File: src/rtl/core/assert_macros.svh
// Assertion macros shared by the RTL that checks itself.
// Each macro expects clk and rst_n to be visible at the point of use.
`ifndef ASSERT_MACROS_SVH
`define ASSERT_MACROS_SVH

// Same-cycle implication, held off while reset is asserted.
`define ASSERT_IMPL(label, ante, cons, msg) \
  label: assert property (@(posedge clk) disable iff (!rst_n) (ante) |-> (cons)) \
    else $error(msg);

// Next-cycle implication, held off while reset is asserted.
`define ASSERT_NEXT(label, ante, cons, msg) \
  label: assert property (@(posedge clk) disable iff (!rst_n) (ante) |=> (cons)) \
    else $error(msg);

`endif

File: src/rtl/core/etcm_pkg.sv
// Shared types and constants of the elevation tint pipeline.
// No dependencies; used by every module of the block.
`timescale 1ns / 1ps

package etcm_pkg;

  localparam int ElevW    = 16;
  localparam int OffW     = 13;
  localparam int NumAW    = 17;
  localparam int NumBW    = 14;
  localparam int QuotW    = 9;
  localparam int ProdW    = 35;
  localparam int ChanW    = 8;

  localparam int DepthSat = 5000;
  localparam int ElevSat  = 8000;
  localparam int GreenTop = 1600;
  localparam int BrownTop = 4800;

  // floor(p / 1000) = (p * RecipK) >> RecipShift for p below 2^27 / 272
  localparam int RecipK     = 134218;
  localparam int RecipShift = 27;
  // floor(y / 5) = (y * Recip5) >> Recip5Shift for y below 1024
  localparam int Recip5      = 205;
  localparam int Recip5Shift = 10;

  localparam int WaterBase = 150;
  localparam int LowBase   = 180;
  localparam int MtnRed    = 139;
  localparam int MtnGreen  = 69;
  localparam int MtnBlue   = 19;
  localparam int SnowBase  = 200;

  typedef enum logic [1:0] {
    BAND_WATER,
    BAND_LOW,
    BAND_MOUNT,
    BAND_SNOW
  } band_t;

  // After classification: band and saturated offset into it.
  typedef struct packed {
    band_t           band;
    logic [OffW-1:0] off;
  } s1_t;

  // After scaling: numerators ready for the constant divides.
  typedef struct packed {
    band_t            band;
    logic [NumAW-1:0] num_a;
    logic [NumBW-1:0] num_b;
  } s2_t;

  // After the reciprocal multiply: direct channel and product.
  typedef struct packed {
    band_t            band;
    logic [ChanW-1:0] qd;
    logic [ProdW-1:0] prod;
  } s3_t;

endpackage

File: src/rtl/core/etcm_classify.sv
// Stage 1: sort the elevation sample into a band and saturate its offset.
// Depends on etcm_pkg.
`timescale 1ns / 1ps

module etcm_classify (
  input  logic                              clk,
  input  logic                              en,
  input  logic signed [etcm_pkg::ElevW-1:0] elev,
  output etcm_pkg::s1_t                     s1_r
);

  logic [etcm_pkg::ElevW:0]     depth;
  logic [etcm_pkg::OffW-1:0]    depth_sat;
  logic [etcm_pkg::ElevW-2:0]   land;
  logic [etcm_pkg::OffW-1:0]    land_sat;
  etcm_pkg::s1_t                s1_nxt;

  always_comb begin
    depth     = (etcm_pkg::ElevW+1)'(0) - {elev[etcm_pkg::ElevW-1], elev};
    depth_sat = (depth > (etcm_pkg::ElevW+1)'(etcm_pkg::DepthSat)) ?
                etcm_pkg::OffW'(etcm_pkg::DepthSat) : depth[etcm_pkg::OffW-1:0];
    land      = elev[etcm_pkg::ElevW-2:0];
    land_sat  = (land > (etcm_pkg::ElevW-1)'(etcm_pkg::ElevSat)) ?
                etcm_pkg::OffW'(etcm_pkg::ElevSat) : land[etcm_pkg::OffW-1:0];

    if (elev[etcm_pkg::ElevW-1]) begin
      s1_nxt.band = etcm_pkg::BAND_WATER;
      s1_nxt.off  = etcm_pkg::OffW'(etcm_pkg::DepthSat) - depth_sat;
    end else if (land_sat < etcm_pkg::OffW'(etcm_pkg::GreenTop)) begin
      s1_nxt.band = etcm_pkg::BAND_LOW;
      s1_nxt.off  = land_sat;
    end else if (land_sat < etcm_pkg::OffW'(etcm_pkg::BrownTop)) begin
      s1_nxt.band = etcm_pkg::BAND_MOUNT;
      s1_nxt.off  = land_sat - etcm_pkg::OffW'(etcm_pkg::GreenTop);
    end else begin
      s1_nxt.band = etcm_pkg::BAND_SNOW;
      s1_nxt.off  = land_sat - etcm_pkg::OffW'(etcm_pkg::BrownTop);
    end
  end

  always_ff @(posedge clk) begin
    if (en) begin
      s1_r <= s1_nxt;
    end
  end

endmodule

File: src/rtl/core/etcm_scale.sv
// Stage 2: scale the band offset into the numerators of each ramp.
// Depends on etcm_pkg.
`timescale 1ns / 1ps

module etcm_scale (
  input  logic          clk,
  input  logic          en,
  input  etcm_pkg::s1_t s1,
  output etcm_pkg::s2_t s2_r
);

  etcm_pkg::s2_t                   s2_nxt;
  logic [etcm_pkg::NumAW-1:0]      off_a;
  logic [etcm_pkg::NumBW-1:0]      off_b;

  always_comb begin
    off_a       = etcm_pkg::NumAW'(s1.off);
    off_b       = etcm_pkg::NumBW'(s1.off);
    s2_nxt.band = s1.band;
    s2_nxt.num_b = '0;
    case (s1.band)
      // 105*x/5000 reduces to 21*x/1000
      etcm_pkg::BAND_WATER: s2_nxt.num_a = off_a * etcm_pkg::NumAW'(21);
      // 75*u/1600 reduces to 3*u/64
      etcm_pkg::BAND_LOW:   s2_nxt.num_a = off_a * etcm_pkg::NumAW'(3);
      // red t/64, green 3*t/320
      etcm_pkg::BAND_MOUNT: begin
        s2_nxt.num_a = off_a;
        s2_nxt.num_b = off_b * etcm_pkg::NumBW'(3);
      end
      // 55*t/3200 reduces to 11*t/640
      etcm_pkg::BAND_SNOW:  s2_nxt.num_a = off_a * etcm_pkg::NumAW'(11);
      default:              s2_nxt.num_a = '0;
    endcase
  end

  always_ff @(posedge clk) begin
    if (en) begin
      s2_r <= s2_nxt;
    end
  end

endmodule

File: src/rtl/core/etcm_divide.sv
// Stage 3: power-of-two shifts and one reciprocal multiply per sample.
// Depends on etcm_pkg.
`timescale 1ns / 1ps

module etcm_divide (
  input  logic          clk,
  input  logic          en,
  input  etcm_pkg::s2_t s2,
  output etcm_pkg::s3_t s3_r
);

  etcm_pkg::s3_t                   s3_nxt;
  logic [etcm_pkg::QuotW-1:0]      y;
  logic [etcm_pkg::ProdW-1:0]      mul_a;
  logic [etcm_pkg::ProdW-1:0]      mul_k;
  logic [etcm_pkg::ChanW-1:0]      shr6;

  always_comb begin
    shr6 = etcm_pkg::ChanW'(s2.num_a >> 6);
    // operand of the divide-by-five: floor(3t/64) or floor(11t/128)
    if (s2.band == etcm_pkg::BAND_MOUNT) begin
      y = etcm_pkg::QuotW'(s2.num_b >> 6);
    end else begin
      y = etcm_pkg::QuotW'(s2.num_a >> 7);
    end

    if (s2.band == etcm_pkg::BAND_WATER) begin
      mul_a = etcm_pkg::ProdW'(s2.num_a);
      mul_k = etcm_pkg::ProdW'(etcm_pkg::RecipK);
    end else begin
      mul_a = etcm_pkg::ProdW'(y);
      mul_k = etcm_pkg::ProdW'(etcm_pkg::Recip5);
    end

    s3_nxt.band = s2.band;
    s3_nxt.prod = mul_a * mul_k;
    case (s2.band)
      etcm_pkg::BAND_LOW:   s3_nxt.qd = etcm_pkg::ChanW'(etcm_pkg::LowBase) + shr6;
      etcm_pkg::BAND_MOUNT: s3_nxt.qd = etcm_pkg::ChanW'(etcm_pkg::MtnRed) + shr6;
      default:              s3_nxt.qd = '0;
    endcase
  end

  always_ff @(posedge clk) begin
    if (en) begin
      s3_r <= s3_nxt;
    end
  end

endmodule

File: src/rtl/core/elevation_to_color_map.sv
// Hypsometric tint: one signed elevation sample in meters in, one RGB pixel
// out. The block takes a sample in every clock while in_stall is low and
// delivers one pixel per sample through four register stages
// (classify, scale, reciprocal multiply, color assembly). A stage advances
// whenever it is empty or the one after it advances, so bubbles close up and
// in_stall rises only when all four stages hold data and out_stall is high.
// Depends on etcm_pkg, etcm_classify, etcm_scale, etcm_divide and
// assert_macros.svh.
`timescale 1ns / 1ps

module elevation_to_color_map (
  input  logic                              clk,
  input  logic                              rst_n,
  input  logic                              in_valid,
  output logic                              in_stall,
  input  logic signed [etcm_pkg::ElevW-1:0] in_elevation_m,
  output logic                              out_valid,
  input  logic                              out_stall,
  output logic [etcm_pkg::ChanW-1:0]        out_red,
  output logic [etcm_pkg::ChanW-1:0]        out_green,
  output logic [etcm_pkg::ChanW-1:0]        out_blue
);

  logic v1_r, v2_r, v3_r, vo_r;
  logic en1, en2, en3, en_o;

  etcm_pkg::s1_t s1;
  etcm_pkg::s2_t s2;
  etcm_pkg::s3_t s3;

  logic [etcm_pkg::ChanW-1:0] q5;
  logic [etcm_pkg::ChanW-1:0] qw;
  logic [etcm_pkg::ChanW-1:0] red_nxt, green_nxt, blue_nxt;
  logic [etcm_pkg::ChanW-1:0] red_r, green_r, blue_r;

  assign en_o     = !vo_r || !out_stall;
  assign en3      = !v3_r || en_o;
  assign en2      = !v2_r || en3;
  assign en1      = !v1_r || en2;
  assign in_stall = !en1;

  always_ff @(posedge clk) begin
    if (!rst_n) begin
      v1_r <= 1'b0;
      v2_r <= 1'b0;
      v3_r <= 1'b0;
      vo_r <= 1'b0;
    end else begin
      if (en1)  v1_r <= in_valid;
      if (en2)  v2_r <= v1_r;
      if (en3)  v3_r <= v2_r;
      if (en_o) vo_r <= v3_r;
    end
  end

  etcm_classify u_classify (
    .clk  (clk),
    .en   (en1),
    .elev (in_elevation_m),
    .s1_r (s1)
  );

  etcm_scale u_scale (
    .clk  (clk),
    .en   (en2),
    .s1   (s1),
    .s2_r (s2)
  );

  etcm_divide u_divide (
    .clk  (clk),
    .en   (en3),
    .s2   (s2),
    .s3_r (s3)
  );

  // finish the divides: drop the low product bits
  assign qw = s3.prod[etcm_pkg::RecipShift +: etcm_pkg::ChanW];
  assign q5 = s3.prod[etcm_pkg::Recip5Shift +: etcm_pkg::ChanW];

  always_comb begin
    case (s3.band)
      etcm_pkg::BAND_WATER: begin
        red_nxt   = '0;
        green_nxt = '0;
        blue_nxt  = etcm_pkg::ChanW'(etcm_pkg::WaterBase) + qw;
      end
      etcm_pkg::BAND_LOW: begin
        red_nxt   = '0;
        green_nxt = s3.qd;
        blue_nxt  = '0;
      end
      etcm_pkg::BAND_MOUNT: begin
        red_nxt   = s3.qd;
        green_nxt = etcm_pkg::ChanW'(etcm_pkg::MtnGreen) + q5;
        blue_nxt  = etcm_pkg::ChanW'(etcm_pkg::MtnBlue);
      end
      default: begin
        red_nxt   = etcm_pkg::ChanW'(etcm_pkg::SnowBase) + q5;
        green_nxt = etcm_pkg::ChanW'(etcm_pkg::SnowBase) + q5;
        blue_nxt  = etcm_pkg::ChanW'(etcm_pkg::SnowBase) + q5;
      end
    endcase
  end

  always_ff @(posedge clk) begin
    if (en_o) begin
      red_r   <= red_nxt;
      green_r <= green_nxt;
      blue_r  <= blue_nxt;
    end
  end

  assign out_valid = vo_r;
  assign out_red   = red_r;
  assign out_green = green_r;
  assign out_blue  = blue_r;

`include "assert_macros.svh"

  `ASSERT_IMPL(a_stall_only_full, in_stall, v1_r && v2_r && v3_r && vo_r,
               "stall with a free stage")
  `ASSERT_IMPL(a_drain_no_stall, !out_stall, !in_stall, "input stalled while output drains")
  `ASSERT_NEXT(a_accept_enters, in_valid && !in_stall, v1_r,
               "accepted sample lost at stage one")
  `ASSERT_IMPL(a_snow_gray, out_valid && (out_red >= etcm_pkg::ChanW'(etcm_pkg::SnowBase)),
               (out_green == out_red) && (out_blue == out_red), "snow pixel not gray")

endmodule

File: config.mk
export PLATFORM = sky130hd
export DESIGN_NAME = elevation_to_color_map
export DESIGN_NICKNAME = d
export VERILOG_FILES = /design/src/rtl/core/etcm_pkg.sv /design/src/rtl/core/etcm_classify.sv /design/src/rtl/core/etcm_scale.sv /design/src/rtl/core/etcm_divide.sv /design/src/rtl/core/elevation_to_color_map.sv
export VERILOG_INCLUDE_DIRS = /design/src /design/src/rtl/core
export SDC_FILE = /design/constraint.sdc
export NUM_CORES = 1
export LEC_CHECK = 0
export ABC_AREA = 1
export ABC_CLOCK_PERIOD_IN_PS = 5100
export BUFFER_PORTS_ARGS = -buffer_cell sky130_fd_sc_hd__buf_2
export CORE_MARGIN = 3
export CORE_UTILIZATION = 50
export DETAILED_ROUTE_END_ITERATION = 12
export MAX_ROUTING_LAYER = met4
export PLACE_DENSITY = 0.69
export SYNTH_ARGS = -nofsm -noshare
export SYNTH_HDL_FRONTEND = slang
export SYNTH_HIERARCHICAL = 1
export SYNTH_SLANG_ARGS = --single-unit
File: constraint.sdc
create_clock -name clk -period 5.1 [get_ports clk]
set_input_delay 0.51 -clock clk [delete_from_list [all_inputs] [get_ports clk]]
set_output_delay 0.51 -clock clk [all_outputs]
set_load 0.01 [all_outputs]
==> impl_results.md, run 1 <==
* FF-to-FF Start: u_scale/s2_r[32]
* Routed wire length at 43100 um
* IO Pins at 46
* Setup Crit Path Kind: reg -> reg
* NumNets Final at 2565
* Post-DP Area at 16500 um^2
* Fin cells at 2609
* # fillers at 2655
* Inserted Diodes at 0
* Gr ovfl total at 0
* Syn Inst Count at 2054
* Die width at 179 um
* PD cells at 572 nW/um^2
* CTS Hold Bufs at 0
* First-pass GRT wire length at 68000 um
* Syn Area/Cell at 7.29 um^2
* Reg2reg setup slack at -220 ps
* Slew Limit Fails at 0
* Initial antenna violation count at 0
* CP endpoint kind: flip-flop
* Total GRT Usage at 27.8%
* Area growth, synth to finish at 17.9%
* Fin util at 60.7%
* Unrepaired setup endpoints after global routing: true
* Synth Cell Area at 15000 um^2
* Fin. Hold Viols at 0
* Hold-critical path depth at 3
* Via count at 13700
* Residual DRC at 0
* Critical-path top delay cell: fa_1
* Final instance area at 17700 um^2
* Worst EP arrival at 5440 ps
* Critical Path Start: u_scale/s2_r[32]
* Status: finished, violations left
* Share of cells above drive strength 1 at 20.1%
* Final Hold Slack at 360 ps
* Worst-Margin Slew at 1080 ps
* Clock skew at 13.1 ps
* DRT antenna net count at 0
* FP Rows at 62
* Initial detailed-routing violation count at 725
* Vias per std cell at 5.24
* Setup ws final at -219 ps
* Failing checks: negative setup slack
* Worst skew pair latency at 360 ps
* TritonCTS buffer count at 9
* Clock sinks at 96
* Clk slew on worst S/H paths at 80 ps
* Final HPWL DP at 36300 um
* Placed Cells at 2575
* Root buffer cell: clkbuf_16
* Slew HR at 28.0%
* Final period util at 104%
* Slowest stage delay, CP at 530 ps
* R2r worst-path depth at 26
* Count of endpoints failing setup in the final report at 12
* Critical path endpoint: u_divide/s3_r[32]
* Fmax at 188 MHz
* Router iterations before antenna repair at 5
* Max cap viols at 0
* Port bufs at 45
* Critical Path Source Type: flip-flop
* Die area at 32100 um^2
* Clock Path Buffers at 2
* Crit path buf inv count at 9
* DIE HEIGHT at 179 um
* Worst R2R End: u_divide/s3_r[32]
* TritonCTS clock tree: yes
* Synthesis Warnings at 6
* Worst path depth at 26
* Number of global-route vias before repair at 13700
* Initial core utilization at 51.5%
* Register area at 2840 um^2
* H-tree levels at 3
* Total Power at 10100 uW
* Crit-path leading delay family: adder cells
* Fin crit period at 5320 ps
* Placer Congestion at 0.991
* Static Leakage at 0.00982 uW
* Average wire per standard cell at 16.5 um
* VDD IR-drop max at 0.706 mV
* Core box area at 29100 um^2
* Pin count of the biggest net entering global routing at 29
* Area of the multi-input gates at 11200 um^2
* CP Max Fanout at 7
* Required @ worst endpoint at 5220 ps
* Hold Crit Class: in -> reg
==> cell usage in the layout (no fill, tap or decap), types with 43 or more instances in the layout <==
| cell type | instances |
|---|---|
| inv_1 | 379 |
| a21oi_1 | 55 |
| nor2_1 | 140 |
| nand3_1 | 126 |
| nand2_1 | 511 |
| edfxtp_1 | 92 |
| ha_1 | 199 |
| fa_1 | 92 |
| o21ai_0 | 43 |
| nand2_2 | 62 |
| buf_4 | 114 |
| inv_2 | 46 |
| buf_2 | 45 |
==> flip-flops by register name, summed over array words and instances (netlist names), 8 cells and up <==
name,cells
out_red,8
out_blue,8
out_green,8
u_divide/s3_r,26
u_classify/s1_r,15
u_scale/s2_r,27
==> repair_timing <==
action                                  4_1_cts  5_1_grt
setup buffers                                13        6
endpoints found under the setup margin       16       16
pin swaps                                    48       58
resized for setup                            72      108
==> power breakdown <==
part | internal [uW] | switching [uW] | leakage [uW]
registers | 1170 | 161 | 0.00110
logic | 3440 | 4630 | 0.00858
clock network | 380 | 319 | 0.000141
total | 4990 | 5110 | 0.00982
==> worst reg2reg max path: stages, from the launching register on <==
cell and delay [ps]:
edfxtp_1 390, inv_2 90, ha_4 200, buf_8 150, buf_6 120, nand2_4 60
inv_4 40, nor2_4 90, inv_2 60, ha_4 260, inv_2 40, fa_1 490
inv_1 60, fa_1 470, fa_1 490, fa_1 530, inv_2 40, fa_1 480
inv_2 40, ha_4 310, nand2_4 90, nor2_4 170, nand3_2 120, nand3_4 100
nand2_2 70, nand3_2 70, nand2_1 60
==> routing by layer <==
metal / share of wire (%) / track usage [%]
met1: 40 / 30.2
met2: 53 / 52.2
met3: 3.4 / 2.60
met4: 4.5 / 10.4
met5: 0 / -
==> how the worst min path moves through the flow <==
stage,from,to,slack [ps]
after global placement,v3_r,out_valid,450
after global routing,in_valid,v1_r,400
after CTS,in_valid,v1_r,360
final,in_valid,v1_r,360
after detailed placement,v2_r,v3_r,470
after floorplan,v3_r,out_valid,440
==> through the flow <==
stage | setup TNS, ps | setup slack [ps]
2_1_floorplan | -1490 | -188
3_3_place_gp | -2280 | -238
3_5_place_dp | -3720 | -341
4_1_cts | -1870 | -213
5_1_grt | -4430 | -403
6_report | -1870 | -219
==> cell type report <==
cell class | instances | area share (%)
Clock inverter | 7 | 0.383
Tap cell | 384 | 2.72
Inverter | 432 | 9.27
Sequential cell | 96 | 16.1
Clock buffer | 9 | 1.28
Timing Repair Buffer | 170 | 6.94
Multi-Input combinational cell | 1511 | 63.3
Note: power is estimated with default switching activity, not from simulation.
==> run 2, diff against run 1 <==
--- a/config.mk
+++ b/config.mk
@@ -9,3 +9,3 @@
 export ABC_AREA = 1
-export ABC_CLOCK_PERIOD_IN_PS = 5100
+export ABC_CLOCK_PERIOD_IN_PS = 5000
 export BUFFER_PORTS_ARGS = -buffer_cell sky130_fd_sc_hd__buf_2
@@ -15,3 +15,3 @@
 export MAX_ROUTING_LAYER = met4
-export PLACE_DENSITY = 0.69
+export PLACE_DENSITY = 0.66
 export SYNTH_ARGS = -nofsm -noshare
==> constraint.sdc (replaced) <==
create_clock -name clk -period 5 [get_ports clk]
set_input_delay 0.25 -clock clk [delete_from_list [all_inputs] [get_ports clk]]
set_output_delay 0.25 -clock clk [all_outputs]
set_load 0.01 [all_outputs]
==> run 2 against run 1 <==
  * The run still ends with negative setup slack left
  * Clock skew increased by 4.7 ps
  * Global-route usage is 0.095 points higher
  * Sequential share of layout area increased by 0.25 points
  * Core utilization down 0.94 points
  * Final area is 1.6% lower
  * Routed wire length decreased by 1.7%
  * Sequential power about the same
==> impl_results.md, run 2 (synthesis gave the netlist of run 1 again) <==
* Setup Crit Path Kind: reg -> reg
* Final instance area at 17400 um^2 (-1.6%)
* Gr ovfl total at 0 (unchanged)
* Status: finished, violations left
* Fin. Hold Viols at 0 (unchanged)
* Fin util at 59.8% (-0.94 points)
* Final period util at 106% (+2.1 points)
* Reg2reg setup slack at -320 ps (-100 ps)
* Hold path start: in_valid
* Crit-path leading delay family: adder cells
* Clk slew on worst S/H paths at 80 ps (about the same)
* Clock sinks at 96 (unchanged)
* CP Max Fanout at 8 (+1)
* Via count at 13600 (-0.23%)
* Setup TNS at -3270 ps (-1410 ps)
* CTS Hold Bufs at 0 (unchanged)
* # fillers at 2749 (+3.5%)
* Number of global-route vias before repair at 13500 (-1.3%)
* Router iterations before antenna repair at 5 (unchanged)
* Setup ws final at -320 ps (-102 ps)
* Unrepaired setup endpoints after global routing: true
* Worst EP arrival at 5430 ps (about the same)
* Fmax at 188 MHz (about the same)
* VDD IR-drop max at 0.687 mV (-2.6%)
* Port bufs at 45 (unchanged)
* Cell mode on critical path: fa_1
* Worst R2R End: u_divide/s3_r[33]
* Clock skew at 17.9 ps (+4.72 ps)
* TritonCTS buffer count at 9 (unchanged)
* FF-to-FF Start: u_scale/s2_r[31]
* Critical Path Source Type: flip-flop
* Hold-critical path depth at 3 (unchanged)
* NumNets Final at 2564 (-0.039%)
* Vias per std cell at 5.23 (-0.19%)
* Largest reg by FF count: u_scale/s2_r
* Share of cells above drive strength 1 at 17.7% (-2.5 points)
* Die width at 179 um (unchanged)
* Residual DRC at 0 (unchanged)
* WHS Endpoint: v1_r
* Initial core utilization at 51.5% (unchanged)
* Clock Path Buffers at 2 (unchanged)
* IO Pins at 46 (unchanged)
* Inserted Diodes at 0 (unchanged)
* Crit path buf inv count at 9 (unchanged)
* DIE HEIGHT at 179 um (unchanged)
* Hold Crit Class: in -> reg
* First-pass GRT wire length at 68000 um (unchanged)
* Total GRT Usage at 27.9% (+0.095 points)
* Most common cell after layout, fill and taps aside: nand2_1
* Die area at 32100 um^2 (unchanged)
* Root buffer cell: clkbuf_16
* Core box area at 29100 um^2 (unchanged)
* R2r worst-path depth at 28 (+7.7%)
* Biggest regs: u_scale/s2_r: 27 flops, u_divide/s3_r: 26 flops, u_classify/s1_r: 15 flops
* Placer Congestion at 0.994 (+0.34%)
* Max cap viols at 0 (unchanged)
* DRT antenna net count at 0 (unchanged)
* Final HPWL DP at 36100 um (-0.61%)
* Pin count of the biggest net entering global routing at 29 (unchanged)
* Slew Limit Fails at 0 (unchanged)
* Initial antenna violation count at 0 (unchanged)
* Post-DP Area at 16500 um^2 (unchanged)
* Count of endpoints failing setup in the final report at 15 (+3)
* Routed wire length at 42300 um (-1.7%)
* Worst skew pair latency at 360 ps (about the same)
* PD cells at 564 nW/um^2 (-1.5%)
* Critical-path top delay cell: fa_1
* Most frequent cells in the layout: 529 x nand2_1, 397 x inv_1, 212 x ha_1
* Failing checks: negative setup slack
* Slowest stage delay, CP at 520 ps (about the same)
* Fin crit period at 5320 ps (+1.70 ps)
* Worst-Margin Slew at 1040 ps (-34.1 ps)
* Static Leakage at 0.00984 uW (+0.22%)
* Slew HR at 30.3% (+2.3 points)
* Required @ worst endpoint at 5110 ps (-110 ps)
* Average wire per standard cell at 16.2 um (-1.7%)
* Area growth, synth to finish at 16.0%
* H-tree levels at 3 (unchanged)
* CP endpoint kind: flip-flop
* Initial detailed-routing violation count at 766 (+5.7%)
* Max FFs per register at 27 (unchanged)
* TritonCTS clock tree: yes
* FP Rows at 62 (unchanged)
==> run 2: cell types whose count changed in the layout (fill, tap and decap cells not counted), sizes merged <==
cell	delta
buf	-1
inv	+1
clkinvlp	-1
==> run 2: what timing repair did <==
item,in CTS,in global routing
setup buffers,12,5
cloned,0,0
resized for setup,68,37
pin swaps,27,17
endpoints found under the setup margin,16,16
==> run 2: worst min-delay path, cell delays in order <==
cell    delay (ps)
buf_2           70
nor2_1          30
nor2_1          60
==> run 2: cell type report <==
cell class | count | area, um^2 | share of cell area, %
Clock buffer | 9 | 225 | 1.30
Timing Repair Buffer | 169 | 1210 | 6.97
Clock inverter | 7 | 97.6 | 0.561
Sequential cell | 96 | 2840 | 16.3
Inverter | 432 | 1640 | 9.42
Tap cell | 384 | 480 | 2.76
Multi-Input combinational cell | 1511 | 10900 | 62.6
==> run 2: per-layer routing <==
layer	GRT usage, %	part of all wire [%]	up-vias
li1	-	-	6827
met3	2.65	3.8	83
met5	-	0	-
met1	31.9	41	6409
met4	10.8	4.0	0
met2	50.2	51	325
==> run 2: power by group <==
| group | switching [uW] | internal, uW | leakage (uW) |
|---|---|---|---|
| logic | 4510 | 3170 | 0.00858 |
| registers | 164 | 1200 | 0.00110 |
| clock network | 351 | 405 | 0.000158 |
| total | 5030 | 4770 | 0.00984 |
==> run 2: through the flow <==
step | hold WS (ps) | setup slack (ps) | power [uW] | std cells
finish | 92.1 | -320 | 9800 | 2608
global route | 104 | -567 | 10800 | 2608
CTS | 87.5 | -298 | 9470 | 2603
detailed placement | 462 | -497 | 8030 | 2575
global placement | 450 | -389 | 7940 | 2575
floorplan | 371 | -288 | 5950 | 2062
==> run 2: worst max-delay path by stage <==
stage	from	to	slack [ps]	cells past startpoint
floorplan	u_scale/s2_r[31]	u_divide/s3_r[33]	-290	29
global placement	u_scale/s2_r[31]	u_divide/s3_r[31]	-390	28
detailed placement	u_scale/s2_r[31]	u_divide/s3_r[31]	-500	28
CTS	u_scale/s2_r[32]	u_divide/s3_r[27]	-300	25
global route	u_scale/s2_r[31]	u_divide/s3_r[33]	-570	28
finish	u_scale/s2_r[31]	u_divide/s3_r[33]	-320	28
==> run 3, diff against run 2 <==
CTS_BUF_LIST = sky130_fd_sc_hd__clkbuf_4 sky130_fd_sc_hd__clkbuf_8   (was not set)
==> run 3 against run 2 <==
  * The flow still finishes with violations (negative setup slack)
  * Clock power shrank 23%
  * Worst setup slack lost 9.1 ps
  * Sequential cell count unchanged
  * Via count down 0.65%
  * Combinational power increased by 1%
  * Critical endpoint is now u_divide/s3_r[28]
==> impl_results.md, run 3 (synthesis gave the netlist of run 1 again) <==
* Status: finished, violations left
* Failing checks: negative setup slack
* Initial core utilization at 51.5% (unchanged)
* Biggest regs: u_scale/s2_r: 27 flops, u_divide/s3_r: 26 flops, u_classify/s1_r: 15 flops
* FP Rows at 62 (unchanged)
* NumNets Final at 2563 (-0.039%)
* Most frequent cells in the layout: 527 x nand2_1, 398 x inv_1, 214 x ha_1
* Final HPWL DP at 36100 um (unchanged)
* Fin. Hold Viols at 0 (unchanged)
* Placer Congestion at 0.994 (unchanged)
* Average wire per standard cell at 16.1 um (-0.98%)
* Final Hold Slack at 49.7 ps (-42.4 ps)
* FF-to-FF Start: u_scale/s2_r[32]
* Clk slew on worst S/H paths at 120 ps (+40 ps)
* Post-DP Area at 16500 um^2 (unchanged)
* TritonCTS clock tree: yes
* Hold-critical path depth at 3 (unchanged)
* Clock Path Buffers at 2 (unchanged)
* Hold Crit Class: in -> reg
* TritonCTS buffer count at 9 (unchanged)
* Core box area at 29100 um^2 (unchanged)
* Die width at 179 um (unchanged)
* Slew HR at 30.2% (-0.14 points)
* Critical-path top delay cell: fa_1
* Worst EP arrival at 5500 ps (+70 ps)
* DRT antenna net count at 0 (unchanged)
* Router iterations before antenna repair at 5 (unchanged)
* Grt met1 use at 32.1% (+0.12 points)
* First-pass GRT wire length at 68000 um (unchanged)
* Largest reg by FF count: u_scale/s2_r
* WHS Endpoint: v1_r
* IO Pins at 46 (unchanged)
* Final period util at 107% (+0.18 points)
* Die area at 32100 um^2 (unchanged)
* Setup Crit Path Kind: reg -> reg
* Vias per std cell at 5.20 (-0.61%)
* Max cap viols at 0 (unchanged)
* Worst-Margin Slew at 1050 ps (+2.09 ps)
* CP Max Fanout at 7 (-1)
* Total GRT Usage at 27.8% (about the same)
* Fin util at 59.3% (-0.44 points)
* R2r worst-path depth at 26 (-7.1%)
* Initial antenna violation count at 0 (unchanged)
* Required @ worst endpoint at 5170 ps (+60 ps)
* Gr ovfl total at 0 (unchanged)
* Total Power at 9720 uW (-0.84%)
* Most common cell after layout, fill and taps aside: nand2_1
* Critical Path Source Type: flip-flop
* Busiest grt layer: met2
* Root buffer cell: clkbuf_8
* Initial detailed-routing violation count at 784 (+2.3%)
* VDD IR-drop max at 0.696 mV (+1.3%)
* Share of cells above drive strength 1 at 17.4% (-0.26 points)
* Cell mode on critical path: inv_1
* Final instance area at 17300 um^2 (-0.73%)
* Fmax at 188 MHz (-0.17%)
* Hold path start: in_valid
* Port bufs at 45 (unchanged)
* Fin crit period at 5330 ps (+9.06 ps)
* Inserted Diodes at 0 (unchanged)
* M2 GR Usage at 50.0% (-0.24 points)
* Unrepaired setup endpoints after global routing: true
* Slew Limit Fails at 0 (unchanged)
* DIE HEIGHT at 179 um (unchanged)
* Area growth, synth to finish at 15.2%
* Routed wire length at 41900 um (-1.0%)
* PD cells at 563 nW/um^2 (-0.11%)
* CP endpoint kind: flip-flop
* Worst skew pair latency at 400 ps (+40 ps)
* Static Leakage at 0.00980 uW (-0.43%)
* Number of global-route vias before repair at 13500 (-0.096%)
* Via count at 13600 (-0.65%)
* Max FFs per register at 27 (unchanged)
* Clock skew at 21.7 ps (+3.83 ps)
* Setup TNS at -3650 ps (-379 ps)
* H-tree levels at 3 (unchanged)
* Setup ws final at -330 ps (-9.06 ps)
* Clock sinks at 96 (unchanged)
* Reg2reg setup slack at -330 ps (about the same)
* Count of endpoints failing setup in the final report at 14 (-1)
* Slowest stage delay, CP at 540 ps (+20 ps)
* Residual DRC at 0 (unchanged)
* Worst R2R End: u_divide/s3_r[28]
* Met3 GRT Util at 2.60% (-0.042 points)
* Pin count of the biggest net entering global routing at 29 (unchanged)
run 3: power by group:
part	switching [uW]	internal, uW	leakage (uW)
registers	162	1190	0.00110
logic	4590	3190	0.00859
clock network	334	248	0.000112
run 3: routing by layer:
layer	wire (um)	vias to the layer above
met5	0	-
met4	1810	0
met3	1480	93
met2	21200	301
met1	17400	6342
li1	-	6819
run 3: metrics by stage:
step                      setup WS (ps)  instances
after global placement             -389       2575
after global routing               -548       2607
final                              -330       2607
after CTS                          -286       2604
after floorplan                    -288       2062
after detailed placement           -497       2575
run 3: timing repair:
action	in CTS	in global routing
endpoints found under the setup margin	16	16
resized for setup	73	29
pin swaps	34	13
buffers inserted	13	3
hold buffers	0	0
run 3: worst max-delay path by stage:
| stage | startpoint | to | depth (start not counted) |
|---|---|---|---|
| after floorplan | u_scale/s2_r[31] | u_divide/s3_r[33] | 29 |
| after detailed placement | u_scale/s2_r[31] | u_divide/s3_r[31] | 28 |
| after global routing | u_scale/s2_r[31] | u_divide/s3_r[33] | 29 |
| after global placement | u_scale/s2_r[31] | u_divide/s3_r[31] | 28 |
| final | u_scale/s2_r[32] | u_divide/s3_r[28] | 26 |
| after CTS | u_scale/s2_r[32] | u_divide/s3_r[29] | 27 |
run 3: final cells by class:
class | count | area (um^2)
clock buffers | 9 | 124
well taps | 384 | 480
inverters | 432 | 1640
clock inverters | 7 | 97.6
fillers | 2768 | 11800
repair buffers | 168 | 1210
flip-flops and latches | 96 | 2840
multi-input cells | 1511 | 10900
run 3: worst max-delay path, delay by kind of cell (launching register included):
family	cells	cell delay, ps
AOI/OAI and AO/OA	1	150
adders and majority gates	8	2880
buffers and inverters	9	770
DFF	1	390
and+or+nand+nor	8	940
